--- src/rtl/hte_pkg.sv ---
// Shared types and constants for the Huffman tree byte expander.
`default_nettype none
package hte_pkg;

    localparam int NODE_COUNT_DEF = 256;
    localparam int QUEUE_DEPTH    = 2;

    localparam logic [7:0]  HEAD_NODE  = 8'd254;
    localparam logic [15:0] MAX_LENGTH = 16'd65000;

    localparam logic [1:0] ST_OK        = 2'd0;
    localparam logic [1:0] ST_BAD_CHILD = 2'd1;
    localparam logic [1:0] ST_BAD_LEN   = 2'd2;

    typedef enum logic [1:0] {
        OP_LOAD  = 2'd0,
        OP_START = 2'd1,
        OP_DATA  = 2'd2
    } t_op;

    typedef enum logic [1:0] {
        KIND_LOAD    = 2'd0,
        KIND_START   = 2'd1,
        KIND_BAD_LEN = 2'd2,
        KIND_DATA    = 2'd3
    } t_kind;

    typedef enum logic [1:0] {
        S_IDLE  = 2'd0,
        S_WALK  = 2'd1,
        S_FLUSH = 2'd2
    } t_state;

    typedef struct packed {
        t_kind       kind;
        logic [7:0]  node_index;
        logic [15:0] child_zero;
        logic [15:0] child_one;
        logic [7:0]  data_byte;
        logic [15:0] out_length;
    } t_cmd;

    typedef struct packed {
        logic [7:0] symbol;
        logic       symbol_valid;
        logic [1:0] status;
        logic       lump_done;
    } t_result;

endpackage
`default_nettype wire

--- src/rtl/hte_front.sv ---
// Front end: takes input transfers, classifies them and pushes commands.
`default_nettype none
module hte_front
    import hte_pkg::*;
(
    input  wire logic        i_in_valid,
    output logic             o_in_ready,
    input  wire logic [1:0]  i_op,
    input  wire logic [7:0]  i_node_index,
    input  wire logic [15:0] i_child_zero,
    input  wire logic [15:0] i_child_one,
    input  wire logic [7:0]  i_data_byte,
    input  wire logic [15:0] i_out_length,
    input  wire logic        i_q_full,
    output logic             o_q_push,
    output t_cmd             o_q_cmd
);

    logic known;

    always_comb begin
        o_q_cmd.node_index = i_node_index;
        o_q_cmd.child_zero = i_child_zero;
        o_q_cmd.child_one  = i_child_one;
        o_q_cmd.data_byte  = i_data_byte;
        o_q_cmd.out_length = i_out_length;
        o_q_cmd.kind       = KIND_LOAD;
        known              = 1'b1;
        unique case (i_op)
            OP_LOAD: begin
                o_q_cmd.kind = KIND_LOAD;
            end
            OP_START: begin
                if ((i_out_length == 16'd0) || (i_out_length > MAX_LENGTH)) begin
                    o_q_cmd.kind = KIND_BAD_LEN;
                end else begin
                    o_q_cmd.kind = KIND_START;
                end
            end
            OP_DATA: begin
                o_q_cmd.kind = KIND_DATA;
            end
            default: begin
                known = 1'b0;
            end
        endcase
    end

    assign o_in_ready = !i_q_full;
    assign o_q_push   = i_in_valid && !i_q_full && known;

endmodule
`default_nettype wire

--- config.mk ---
export PLATFORM = sky130hd
export DESIGN_NAME = hte_front
export DESIGN_NICKNAME = d
export VERILOG_FILES = /design/src/rtl/hte_pkg.sv /design/src/rtl/hte_front.sv
export SDC_FILE = /design/constraint.sdc
export NUM_CORES = 1
export LEC_CHECK = 0
export ABC_AREA = 1
export BUFFER_PORTS_ARGS = -buffer_cell sky130_fd_sc_hd__buf_2
export CAP_MARGIN = 30
export CORE_ASPECT_RATIO = 0.7
export CORE_UTILIZATION = 27
export DETAILED_ROUTE_END_ITERATION = 16
export PLACE_DENSITY_LB_ADDON = 0.15
export RECOVER_POWER = 25
export SLEW_MARGIN = 20
export SYNTH_ARGS = -nofsm -noshare
export SYNTH_HDL_FRONTEND = slang
export SYNTH_SLANG_ARGS = --single-unit
export TNS_END_PERCENT = 5
--- constraint.sdc ---
create_clock -name vclk -period 1.6
set_input_delay 0.4 -clock vclk [all_inputs]
set_output_delay 0.4 -clock vclk [all_outputs]
set_load 0.05 [all_outputs]
==> results.toml <==
[power]
power_mw = 0.251
peakVddDrop_uv = 73.8
cellLeakagePower_nw = 0.372
powerDensity_mw_per_mm2 = 341

[critical_path]
arrival_ns = 1.34
cp-end-kind = "output port"
start_kind = "input port"
slowest_delay_ns = 0.17
crit_type = "input port to output port"
crit_chain = "buf_2, nand2_4, nor2_4, and2_4, nand2_2, nand2_2, nand3_2, a21oi_4, buf_6"
crit_path_max_fanout = 3
path_buf_inv = 2
cp_common_cell = "nand2_2"
crit_required_ns = 1.20
cp_slowest_cell = "buf_6"
critical_path.top_delay_family = "simple AND/OR/NAND/NOR gates"

[floorplanning]
io_pins = 136
initial_core_util = 0.292
die_w_um = 64.3
fp.dieH_um = 45.6
placeableCoreArea_mm2 = 0.00251
dieArea_mm2 = 0.00294
num_rows = 15

[placed_design]
placed_area_um2 = 568
dp.cells = 131
detailed_place_hpwl_um = 1370
place_congestion = 0.596
port_buffers = 40

[timing]
setup_ws_ns = -0.143
max_slew_margin = 0.832
max_freq_mhz = 574
slew_viol_final = 0
rsz0062_at_grt = "yes"
finalHoldViolCount = 0
worst_pin_slew_ns = 0.254
fin_crit_sh = 1.09
fin_crit_ns = 1.74
setup_violations = 2

[synthesis]
synthTopCellsByArea = "buf_4, nor2_1, nand2_1"
synth_fp_nets = 186
syn_inst = 115
synth_top_area_share = 0.654
ys_warn_count = 0
ys_top_cells_by_count = "buf_4, nor2_1, nand2_1, inv_1"
synth_largest_area_cell = "buf_4"
synth_seq_area_share = 0
synth.most_common_cell = "buf_4"
synthesis.area_um2 = 734
syn_avg_cell_area_um2 = 6.39
synth_cell_type_count = 14

[routing]
dr_total_vias = 529
wl_per_cell_um = 11.6
viasPerCell = 3.98
dr.pass1.iters = 4
drc = 0
wirelength_um = 1540
drtIter0Drc = 15
antenna_left = 0

[worst_hold_path]
hold_class = "input port to output port"

[final_layout]
n_fill_cell = 286
seq_cell_count = 0
fin_util = 0.293
num_antenna_cells = 0
nClkBuffers = 0
stdcell_count = 133
drive_above_1_share = 0.747
area_delta_synth_final_pct = 0.170
finalNetCount = 172
design_area_um2 = 736
regArea_um2 = 0

[grt]
grt_overflow = 0
antenna_found_initial = 0
grt.total_usage = 0.0888
grt_pass1_vias = 437
grt_max_degree = 5
grt_pass1_wl_um = 2100

[run_status]
outcome = "finished with violations"
violations = "negative setup slack"

[clocking]
cts-hold-fix-buffers = 0

[flow_run]
maxCapViolations = 0
==> kinds of logic (layout without fill, tap and decap cells) <==
kind of cell	after synthesis	count (layout)	synth area share
buffers and inverters	71	55	0.690
and+or+nand+nor	39	39	0.240
adders and majority gates	3	3	0.0511
AOI/OAI and AO/OA	2	2	0.0187
==> path summary, 6_finish.rpt <==
| kind | start | end | slack (ns) | depth (start not counted) |
|---|---|---|---|---|
| max | i_out_length[8] | o_q_cmd[64] | -0.14 | 9 |
| min | i_node_index[1] | o_q_cmd[57] | 0.80 | 0 |
==> cells in the final DEF, fill, tap and decap left out, types with 2 or more instances in the layout <==
| cell | synthesis | routed |
|---|---|---|
| a21oi_4 | 0 | 2 |
| buf_2 | 0 | 25 |
| buf_4 | 64 | 12 |
| buf_6 | 0 | 10 |
| ha_1 | 3 | 3 |
| inv_1 | 7 | 5 |
| nand2_1 | 14 | 6 |
| nand2_2 | 2 | 8 |
| nand2_4 | 0 | 2 |
| nand3_1 | 3 | 2 |
| nand3_2 | 1 | 2 |
| nor2_1 | 15 | 8 |
| nor2_2 | 1 | 4 |
| nor2_4 | 1 | 5 |
==> through the flow <==
step / setup TNS [ns] / worst slack (ns) / hold WS, ns
floorplan: -0.0763 / -0.0454 / 0.967
global placement: -0.581 / -0.292 / 0.800
detailed placement: -0.555 / -0.285 / 0.800
CTS: -0.303 / -0.170 / 0.800
global route: -0.403 / -0.208 / 0.800
finish: -0.280 / -0.143 / 0.800
==> power by group <==
group,switching (mW),internal (mW)
combinational,0.161,0.0893
sequential,0,0
clock,0,0
==> per-layer routing <==
metal | track usage | vias to the layer above | routed length [um]
li1 | - | 255 | -
met1 | 0.0868 | 213 | 455
met2 | 0.156 | 57 | 760
met3 | 0.0675 | 4 | 313
met4 | 0.0133 | 0 | 9
met5 | 0 | - | 0
==> cell type report <==
class	count	area, um2	area share
Multi-Input combinational cell	44	322	0.437
Timing Repair Buffer	48	343	0.466
Tap cell	34	42.5	0.0578
Inverter	7	28.8	0.0391
==> what timing repair did <==
action                                  in CTS  in global routing
endpoints found under the setup margin       3                  2
gates resized for setup                     19                 25
pin swaps                                    9                 16
setup buffers                                1                  1
Note: power is estimated with default switching activity, not from simulation.
