[src/rtl/hte_pkg.sv]
// Shared types and constants for the Huffman tree byte expander.
`default_nettype none
package hte_pkg;

    localparam int NODE_COUNT_DEF = 256;
    localparam int QUEUE_DEPTH    = 2;

    localparam logic [7:0]  HEAD_NODE  = 8'd254;
    localparam logic [15:0] MAX_LENGTH = 16'd65000;

    localparam logic [1:0] ST_OK        = 2'd0;
    localparam logic [1:0] ST_BAD_CHILD = 2'd1;
    localparam logic [1:0] ST_BAD_LEN   = 2'd2;

    typedef enum logic [1:0] {
        OP_LOAD  = 2'd0,
        OP_START = 2'd1,
        OP_DATA  = 2'd2
    } t_op;

    typedef enum logic [1:0] {
        KIND_LOAD    = 2'd0,
        KIND_START   = 2'd1,
        KIND_BAD_LEN = 2'd2,
        KIND_DATA    = 2'd3
    } t_kind;

    typedef enum logic [1:0] {
        S_IDLE  = 2'd0,
        S_WALK  = 2'd1,
        S_FLUSH = 2'd2
    } t_state;

    typedef struct packed {
        t_kind       kind;
        logic [7:0]  node_index;
        logic [15:0] child_zero;
        logic [15:0] child_one;
        logic [7:0]  data_byte;
        logic [15:0] out_length;
    } t_cmd;

    typedef struct packed {
        logic [7:0] symbol;
        logic       symbol_valid;
        logic [1:0] status;
        logic       lump_done;
    } t_result;

endpackage
`default_nettype wire

[src/rtl/hte_queue.sv]
// Short command queue between the front end and the tree walker.
`default_nettype none
module hte_queue
    import hte_pkg::*;
(
    input  wire logic i_clk,
    input  wire logic i_rst_n,
    input  wire logic i_push,
    input  wire t_cmd i_cmd,
    output logic      o_full,
    input  wire logic i_pop,
    output logic      o_valid,
    output t_cmd      o_cmd
);

    localparam int PW = $clog2(QUEUE_DEPTH);
    localparam int CW = $clog2(QUEUE_DEPTH + 1);

    t_cmd          r_slot [QUEUE_DEPTH];
    logic [PW-1:0] r_wr_ptr;
    logic [PW-1:0] r_rd_ptr;
    logic [CW-1:0] r_count;
    logic [PW-1:0] n_wr_ptr;
    logic [PW-1:0] n_rd_ptr;

    always_comb begin
        n_wr_ptr = (r_wr_ptr == PW'(QUEUE_DEPTH - 1)) ? '0 : r_wr_ptr + PW'(1);
        n_rd_ptr = (r_rd_ptr == PW'(QUEUE_DEPTH - 1)) ? '0 : r_rd_ptr + PW'(1);
    end

    assign o_full  = (r_count == CW'(QUEUE_DEPTH));
    assign o_valid = (r_count != '0);
    assign o_cmd   = r_slot[r_rd_ptr];

    always_ff @(posedge i_clk) begin
        if (i_push) begin
            r_slot[r_wr_ptr] <= i_cmd;
        end
    end

    always_ff @(posedge i_clk) begin
        if (!i_rst_n) begin
            r_wr_ptr <= '0;
            r_rd_ptr <= '0;
            r_count  <= '0;
        end else begin
            if (i_push) begin
                r_wr_ptr <= n_wr_ptr;
            end
            if (i_pop) begin
                r_rd_ptr <= n_rd_ptr;
            end
            if (i_push && !i_pop) begin
                r_count <= r_count + CW'(1);
            end else if (i_pop && !i_push) begin
                r_count <= r_count - CW'(1);
            end
        end
    end

endmodule
`default_nettype wire

[config.mk]
export PLATFORM = sky130hd
export DESIGN_NAME = hte_queue
export DESIGN_NICKNAME = d
export VERILOG_FILES = /design/src/rtl/hte_pkg.sv /design/src/rtl/hte_queue.sv
export SDC_FILE = /design/constraint.sdc
export NUM_CORES = 1
export LEC_CHECK = 0
export ABC_AREA = 1
export BUFFER_PORTS_ARGS = -buffer_cell sky130_fd_sc_hd__buf_2
export CORE_MARGIN = 2
export CORE_UTILIZATION = 52
export DETAILED_ROUTE_END_ITERATION = 6
export PLACE_DENSITY = 0.89
export SKIP_CTS_REPAIR_TIMING = 1
export SLEW_MARGIN = 30
export SYNTH_ARGS = -nofsm -noshare
export SYNTH_HDL_FRONTEND = slang
export SYNTH_SLANG_ARGS = --single-unit
export TNS_END_PERCENT = 50
[constraint.sdc]
create_clock -name i_clk -period 4.7 [get_ports i_clk]
set_clock_uncertainty 0.05 [all_clocks]
set_input_delay 0.94 -clock i_clk [delete_from_list [all_inputs] [get_ports i_clk]]
set_output_delay 0.94 -clock i_clk [all_outputs]
set_load 0.03 [all_outputs]
==> qor.yml, run 1 <==
status: "completed"
p_sw_mw: 0.705
stdcell_count: 538
firstDrtPassIters: 4
cts-htree-levels: 4
ys_types: 14
avgSynthCellArea_um2: 21.5
cp_top_family: "flip-flops"
finalHoldViolations: 0
start_util: 0.532
cellPowerDensity_mw_per_mm2: 479
yosys_warnings: 0
top_level_ports: 138
insertion_delay_ns: 0.51
antenna-diode-count: 0
core_area_mm2: 0.00968
grt.met3_usage: 0.0497
use_met1: 0.189
cts_tree: "done"
vdd_ir_drop_max_mv: 0.270
rsz0062_at_grt: "no"
worstMarginPinSlew_ns: 0.780
top_usage_layer: "met2"
dieArea_mm2: 0.0107
postRouteAntennaNets: 0
numPortBuffers: 137
clockRootBuffer: "clkbuf_8"
antenna_found_initial: 0
intPower_mw: 2.46
fin_crit_sh: 0.657
synth_nets: 311
clkSinkCount: 137
grt_pass1_wl_um: 13200
clockBufferDepth: 2
pwr-share-comb: 0.107
max_slew_margin: 0.479
path_cells: "buf_12 -> mux2_2 -> buf_2"
fp.dieW_um: 104
crit_path_max_fanout: 35
crit_arrival_ns: 2.10
first_global_vias: 2702
grt_max_degree: 44
finish.instance_area_mm2: 0.00662
drc: 0
setup_tns_ns: 0
critPathBufInv: 2
die_h_um: 104
grt_use_met2: 0.287
final_common_cell: "buf_2"
power_leakage_nw: 2.64
ys_seq_area_frac: 0.789
fin_hold_ws_ns: 0.480
synth.ff_latch_count: 137
fin_crit_ns: 3.09
wl_per_cell_um: 16.2
cp_slowest_cell: "dfxtp_4"
worstPathRequired_ns: 3.71
drive_gt1_frac: 0.593
cts_buffers: 17
layout_common_cells: "137 x buf_2, 132 x edfxtp_1, 40 x mux2_4"
clk_pin_slew_ns: 0.06
area_growth_pct: 28.6
hpwl_um: 5600
placed_cells: 506
synthCells: 240
fmax_mhz: 324
hp-class: "reg -> reg"
seqPwrFrac: 0.454
grt_use_total: 0.167
slowest_delay_ns: 0.69
place_congestion: 0.721
drv_slew: 0
vias: 2604
cap_viol_max_count: 0
total_power_mw: 3.17
pwr-share-clk: 0.438
place_area_mm2: 0.00598
dr.first_iter.drc_count: 151
finalSetupViolCount: 0
final_util: 0.684
cp-start-kind: "flip-flop"
fin_ws_ns: 1.61
synth_area_mm2: 0.00515
p_sw_frac: 0.222
viasPerCell: 4.84
crit_path_end_kind: "primary output"
fin_nets: 463
gr-total-overflow: 0
row_count: 36
nFillCells: 625
wirelength_um: 8720
pre_cts_slack_ns: 1.93
crit_type: "reg -> out"
Yosys cell counts, drive strengths merged:
library cell	count	share of area
edfxtp	132	0.77
mux2	66	0.17
nand2	9	0.0066
inv	8	0.0058
nor2	8	0.0058
buf	7	0.013
dfxtp	5	0.019
a21oi	1	0.00097
ha	1	0.0024
nand3	1	0.00097
nand4	1	0.0012
o21ai	1	0.00097
power groups by stage:
stage	Clock [mW]	Combinational [mW]	Sequential, mW
after global routing	1.46	0.359	1.45
after CTS	1.41	0.343	1.44
after detailed placement	0	0.341	1.47
after global placement	0	0.323	1.47
after floorplan	0	0.249	1.45
final	1.39	0.340	1.44
path summary, 6_finish.rpt:
kind,startpoint,to,slack [ns],depth (start not counted)
max reg2reg,r_wr_ptr$_SDFFE_PN0P_,r_slot[0][23]$_DFFE_PP_,2.68,2
max,flip-flop,o_cmd[57],1.61,3
min reg2reg,r_rd_ptr$_SDFFE_PN0P_,r_rd_ptr$_SDFFE_PN0P_,0.48,2
min,r_rd_ptr$_SDFFE_PN0P_,r_rd_ptr$_SDFFE_PN0P_,0.48,2
worst reg2reg max path: stages (launching register included):
cell	delay [ns]
dfxtp_1	0.35
nor2_4	0.63
buf_4	0.61
per-layer routing:
metal | routed length, µm | share of wire
met4 | 98 | 0.011
met2 | 4650 | 0.53
met3 | 500 | 0.057
met5 | 0 | 0
met1 | 3470 | 0.40
registers in the layout, summed over array words and instances, names as in the netlist, named ones only:
signal	cells
r_slot	132
r_wr_ptr	1
r_rd_ptr	1
r_count	2
area by class of cell:
| type | instances | area [µm²] | area share |
|---|---|---|---|
| Tap cell | 133 | 166 | 0.0251 |
| Inverter | 8 | 31.3 | 0.00472 |
| Timing Repair Buffer | 140 | 721 | 0.109 |
| Multi-Input combinational cell | 88 | 998 | 0.151 |
| Clock buffer | 22 | 473 | 0.0714 |
| Clock inverter | 10 | 165 | 0.0249 |
| Sequential cell | 137 | 4070 | 0.614 |
cells by family (layout without fill, tap and decap cells):
group                      count (synthesis)  in the layout  share of synthesized area
and+or+nand+nor                           19             19                     0.0146
AOI/OAI and AO/OA                          2              2                    0.00194
DFF                                      137            137                      0.789
buffers and inverters                     15            180                     0.0187
muxes                                     66             66                      0.173
adders and majority gates                  1              1                    0.00243
No activity file was read; power rests on OpenSTA's default activity.
==> inputs of run 2 (changes only) <==
==> constraint.sdc (replaced) <==
create_clock -name i_clk -period 3.15 [get_ports i_clk]
set_clock_uncertainty 0.05 [all_clocks]
set_input_delay 0.63 -clock i_clk [delete_from_list [all_inputs] [get_ports i_clk]]
set_output_delay 0.63 -clock i_clk [all_outputs]
set_load 0.03 [all_outputs]
==> run 2 against run 1 <==
- combinational power increased by 54%
- first-iteration DRC count is 32% lower
- sequential cell count did not move
- worst hold slack worse by 0.22 ns
- die area unchanged
- cell count up 0.19%
- via count rose by 0.92%
- routed wire length fell by 0.57%
- final area is 0.91% lower
- worst setup slack got worse by 1.1 ns
- critical endpoint is now o_cmd[49]
==> qor.yml, run 2 (same netlist as run 1, synthesis figures left out) <==
p_sw_mw: 1.02  # +45%
gr-total-overflow: 0  # unchanged
rr_startpoint: "r_wr_ptr$_SDFFE_PN0P_"
postRouteAntennaNets: 0  # unchanged
top_level_ports: 138  # unchanged
vdd_ir_drop_max_mv: 0.450  # +67%
cts_buffers: 17  # unchanged
finalHoldViolations: 0  # unchanged
cellPowerDensity_mw_per_mm2: 681  # +42%
drv_slew: 0  # unchanged
fin_nets: 464  # +0.22%
antenna_found_initial: 0  # unchanged
fp.dieW_um: 104  # unchanged
insertion_delay_ns: 0.50  # about the same
wirelength_um: 8670  # -0.57%
largest_reg_flops: 132  # unchanged
place_congestion: 0.661  # -8.4%
cap_viol_max_count: 0  # unchanged
crit_type: "reg -> out"
placed_cells: 507  # +0.20%
finalSetupViolCount: 0  # unchanged
cts-htree-levels: 4  # unchanged
final_common_cell: "buf_2"
crit_path_max_fanout: 27  # -23%
min-delay-start: "i_cmd[51]"
fmax_mhz: 382
first_global_vias: 2699  # -0.11%
fin_ws_ns: 0.534  # -1.08 ns
antenna-diode-count: 0  # unchanged
fin_crit_sh: 0.831
max_slew_margin: 0.573  # +0.0947
clockBufferDepth: 2  # unchanged
grt_max_degree: 51  # +16%
firstDrtPassIters: 4  # unchanged
worstMarginPinSlew_ns: 0.639  # -0.141 ns
vias: 2628  # +0.92%
core_area_mm2: 0.00968  # unchanged
seqPwrFrac: 0.478  # +0.024
hpwl_um: 5670  # +1.2%
crit_path_end_kind: "primary output"
pwr-share-clk: 0.405  # -0.033
intPower_mw: 3.45  # +40%
grt_use_total: 0.168  # +0.00161
crit_arrival_ns: 1.94  # -0.16 ns
area_growth_pct: 27.4
power_leakage_nw: 2.61  # -0.94%
dr.first_iter.drc_count: 103  # -32%
die_h_um: 104  # unchanged
total_power_mw: 4.47  # +41%
clk_pin_slew_ns: 0.06  # about the same
p_sw_frac: 0.228  # +0.00557
cts_tree: "done"
hp-class: "in -> reg"
row_count: 36  # unchanged
drive_gt1_frac: 0.584  # -0.00885
stdcell_count: 539  # +0.19%
start_util: 0.532  # unchanged
viasPerCell: 4.88  # +0.73%
wl_per_cell_um: 16.1  # -0.76%
drc: 0  # unchanged
clkSinkCount: 137  # unchanged
setup_tns_ns: 0  # unchanged
regMostFlops: "r_slot"
numPortBuffers: 137  # unchanged
layout_common_cells: "137 x buf_2, 132 x edfxtp_1, 40 x mux2_4"
fin_crit_ns: 2.62
pre_cts_slack_ns: 1.04  # -0.890 ns
dieArea_mm2: 0.0107  # unchanged
cp-start-kind: "flip-flop"
grt_pass1_wl_um: 13500  # +2.1%
rsz0062_at_grt: "no"
worstPathRequired_ns: 2.47  # -1.24 ns
status: "completed"
clockRootBuffer: "clkbuf_8"
pwr-share-comb: 0.117  # +0.010
biggestRegsByFlops: "r_slot (132), r_count (2)"
-- run 2: path summary, 6_finish.rpt --
| check | to | slack (ns) | depth (start not counted) |
|---|---|---|---|
| min | r_slot[1][51]$_DFFE_PP_ | 0.26 | 1 |
| max | o_cmd[49] | 0.53 | 3 |
| max reg2reg | r_slot[1][23]$_DFFE_PP_ | 1.46 | 3 |
| min reg2reg | r_rd_ptr$_SDFFE_PN0P_ | 0.48 | 2 |
-- run 2: metrics by stage --
stage               hold slack, ns  area (µm²)  utilization
floorplan                    0.413        5150            -
global placement             0.425        6020        0.621
detailed placement           0.462        6020        0.621
CTS                          0.229        6560        0.678
global route                 0.226        6560        0.678
finish                       0.256        6560        0.678
-- run 2: cell type report --
cell class	instances	area, µm²
Tap cell	133	166
Clock inverter	9	100
Timing Repair Buffer	141	753
Fill cell	645	3120
Multi-Input combinational cell	88	998
Inverter	8	30.0
Clock buffer	23	447
Sequential cell	137	4070
-- run 2: routing by layer --
metal  up-vias  track usage  routed length, µm  share of wire
met4         0       0.0801                105          0.012
met3         9       0.0648                584          0.067
met5         -            0                  0              0
met2        91        0.288               4610           0.53
met1      1289        0.185               3370           0.39
li1       1239            -                  -              -
-- run 2: power by group through the flow --
stage / Sequential, mW / Clock (mW) / Combinational [mW]
6_report: 2.14 / 1.81 / 0.524
5_1_grt: 2.14 / 1.94 / 0.555
4_1_cts: 2.14 / 1.85 / 0.531
3_5_place_dp: 2.17 / 0 / 0.529
3_3_place_gp: 2.17 / 0 / 0.515
2_1_floorplan: 2.17 / 0 / 0.372
-- run 2: critical path, cell delays in order, from the launching register on --
cell,delay (ns)
dfxtp_4,0.42
buf_4,0.43
mux2_2,0.39
buf_2,0.18
==> inputs of run 3 (changes only) <==
==> constraint.sdc (replaced) <==
create_clock -name i_clk -period 2.65 [get_ports i_clk]
set_clock_uncertainty 0.05 [all_clocks]
set_input_delay 0.53 -clock i_clk [delete_from_list [all_inputs] [get_ports i_clk]]
set_output_delay 0.53 -clock i_clk [all_outputs]
set_load 0.03 [all_outputs]
==> run 3 against run 2 <==
- final area is 1.6% higher
- worst hold slack worse by 0.090 ns
- routed wire length is 0.86% higher
- combinational power is 20% higher
- global-route usage hardly changed
- via count is 0.95% higher
- sequential cell count stayed put
==> qor.yml, run 3 (same netlist as run 1, synthesis figures left out) <==
top_level_ports: 138  # unchanged
final_util: 0.689  # +0.0110
fin_crit_sh: 0.900
finalHoldViolations: 0  # unchanged
stdcell_count: 540  # +0.19%
largest_reg_flops: 132  # unchanged
firstDrtPassIters: 4  # unchanged
clockRootBuffer: "clkbuf_8"
setup_tns_ns: 0  # unchanged
drive_gt1_frac: 0.587  # +0.00348
drc: 0  # unchanged
hp-class: "in -> reg"
grt_use_total: 0.168  # -0.000185
insertion_delay_ns: 0.50  # about the same
place_congestion: 0.732  # +11%
first_global_vias: 2807  # +4.0%
cts-htree-levels: 4  # unchanged
start_util: 0.532  # unchanged
postRouteAntennaNets: 0  # unchanged
cts_buffers: 17  # unchanged
clockBufferDepth: 2  # unchanged
grt_pass1_wl_um: 13800  # +1.8%
fmax_mhz: 419
pre_cts_slack_ns: 0.795  # -0.243 ns
crit_type: "reg -> out"
status: "completed"
clk_pin_slew_ns: 0.06  # about the same
dr.first_iter.drc_count: 131  # +27%
regMostFlops: "r_slot"
crit_arrival_ns: 1.81  # -0.13 ns
die_h_um: 104  # unchanged
gr-total-overflow: 0  # unchanged
area_growth_pct: 29.5
max_slew_margin: 0.697  # +0.123
clkSinkCount: 137  # unchanged
wirelength_um: 8750  # +0.86%
hpwl_um: 5690  # +0.38%
cp-start-kind: "flip-flop"
wl_per_cell_um: 16.2  # +0.68%
cellPowerDensity_mw_per_mm2: 840  # +23%
fin_crit_ns: 2.39
core_area_mm2: 0.00968  # unchanged
worstPathRequired_ns: 2.07  # -0.40 ns
cap_viol_max_count: 0  # unchanged
vdd_ir_drop_max_mv: 0.494  # +9.6%
grt_max_degree: 67  # +31%
rsz0062_at_grt: "no"
drv_slew: 0  # unchanged
vias: 2653  # +0.95%
layout_common_cells: "137 x buf_2, 132 x edfxtp_1, 40 x mux2_4"
crit_path_max_fanout: 31  # +15%
numPortBuffers: 137  # unchanged
viasPerCell: 4.91  # +0.76%
antenna_found_initial: 0  # unchanged
dieArea_mm2: 0.0107  # unchanged
final_common_cell: "buf_2"
fin_ws_ns: 0.265  # -0.269 ns
cts_tree: "done"
row_count: 36  # unchanged
fp.dieW_um: 104  # unchanged
fin_nets: 465  # +0.22%
biggestRegsByFlops: "r_slot (132), r_count (2)"
finalSetupViolCount: 0  # unchanged
placed_cells: 508  # +0.20%
power_leakage_nw: 2.65  # +1.6%
worstMarginPinSlew_ns: 0.454  # -0.185 ns
crit_path_end_kind: "primary output"
antenna-diode-count: 0  # unchanged
[run 3: cell types whose count changed in the layout (fill, tap and decap cells not counted), sizes merged]
cell / before / now
clkinv: 5 / 7
bufinv: 2 / 5
buf: 141 / 142
clkbuf: 23 / 17
clkinvlp: 2 / 3
[run 3: final cells by class]
cell class / instances / area, µm²
Clock buffer: 17 / 414
Clock inverter: 15 / 206
Fill cell: 653 / 3020
Inverter: 8 / 30.0
Multi-Input combinational cell: 88 / 998
Sequential cell: 137 / 4070
Tap cell: 133 / 166
Timing Repair Buffer: 142 / 786
[run 3: worst paths after layout]
kind         slack [ns]  cells past startpoint                  start                       to
max                0.26                      3              flip-flop                o_cmd[50]
min                0.17                      1              i_cmd[55]  r_slot[1][55]$_DFFE_PP_
max reg2reg        1.28                      2  r_wr_ptr$_SDFFE_PN0P_  r_slot[0][47]$_DFFE_PP_
min reg2reg        0.47                      2  r_rd_ptr$_SDFFE_PN0P_    r_rd_ptr$_SDFFE_PN0P_
[run 3: where the power goes]
group	internal, mW	leakage (nW)	switching (mW)	total (mW)
sequential	2.51	1.28	0.0356	2.54
clock	1.61	0.294	0.822	2.43
combinational	0.248	1.08	0.383	0.631
total	4.36	2.65	1.24	5.60
[run 3: routing by layer]
metal / vias up / wire (µm) / track usage
li1: 1235 / - / -
met1: 1283 / 3560 / 0.196
met2: 124 / 4530 / 0.284
met3: 11 / 554 / 0.0516
met4: 0 / 97 / 0.0840
met5: - / 0 / 0
[run 3: critical path, stage by stage (launching register included)]
cell and delay, ns:
dfxtp_4 0.46, buf_12 0.27, mux2_2 0.37, buf_2 0.18
[run 3: per-stage QoR]
step	hold slack [ns]	total power, mW	cell area [µm²]
6_report	0.166	5.60	6670
5_1_grt	0.135	5.78	6670
4_1_cts	0.138	5.66	6670
3_5_place_dp	0.447	3.22	6050
3_3_place_gp	0.428	3.20	6050
2_1_floorplan	0.413	3.02	5160
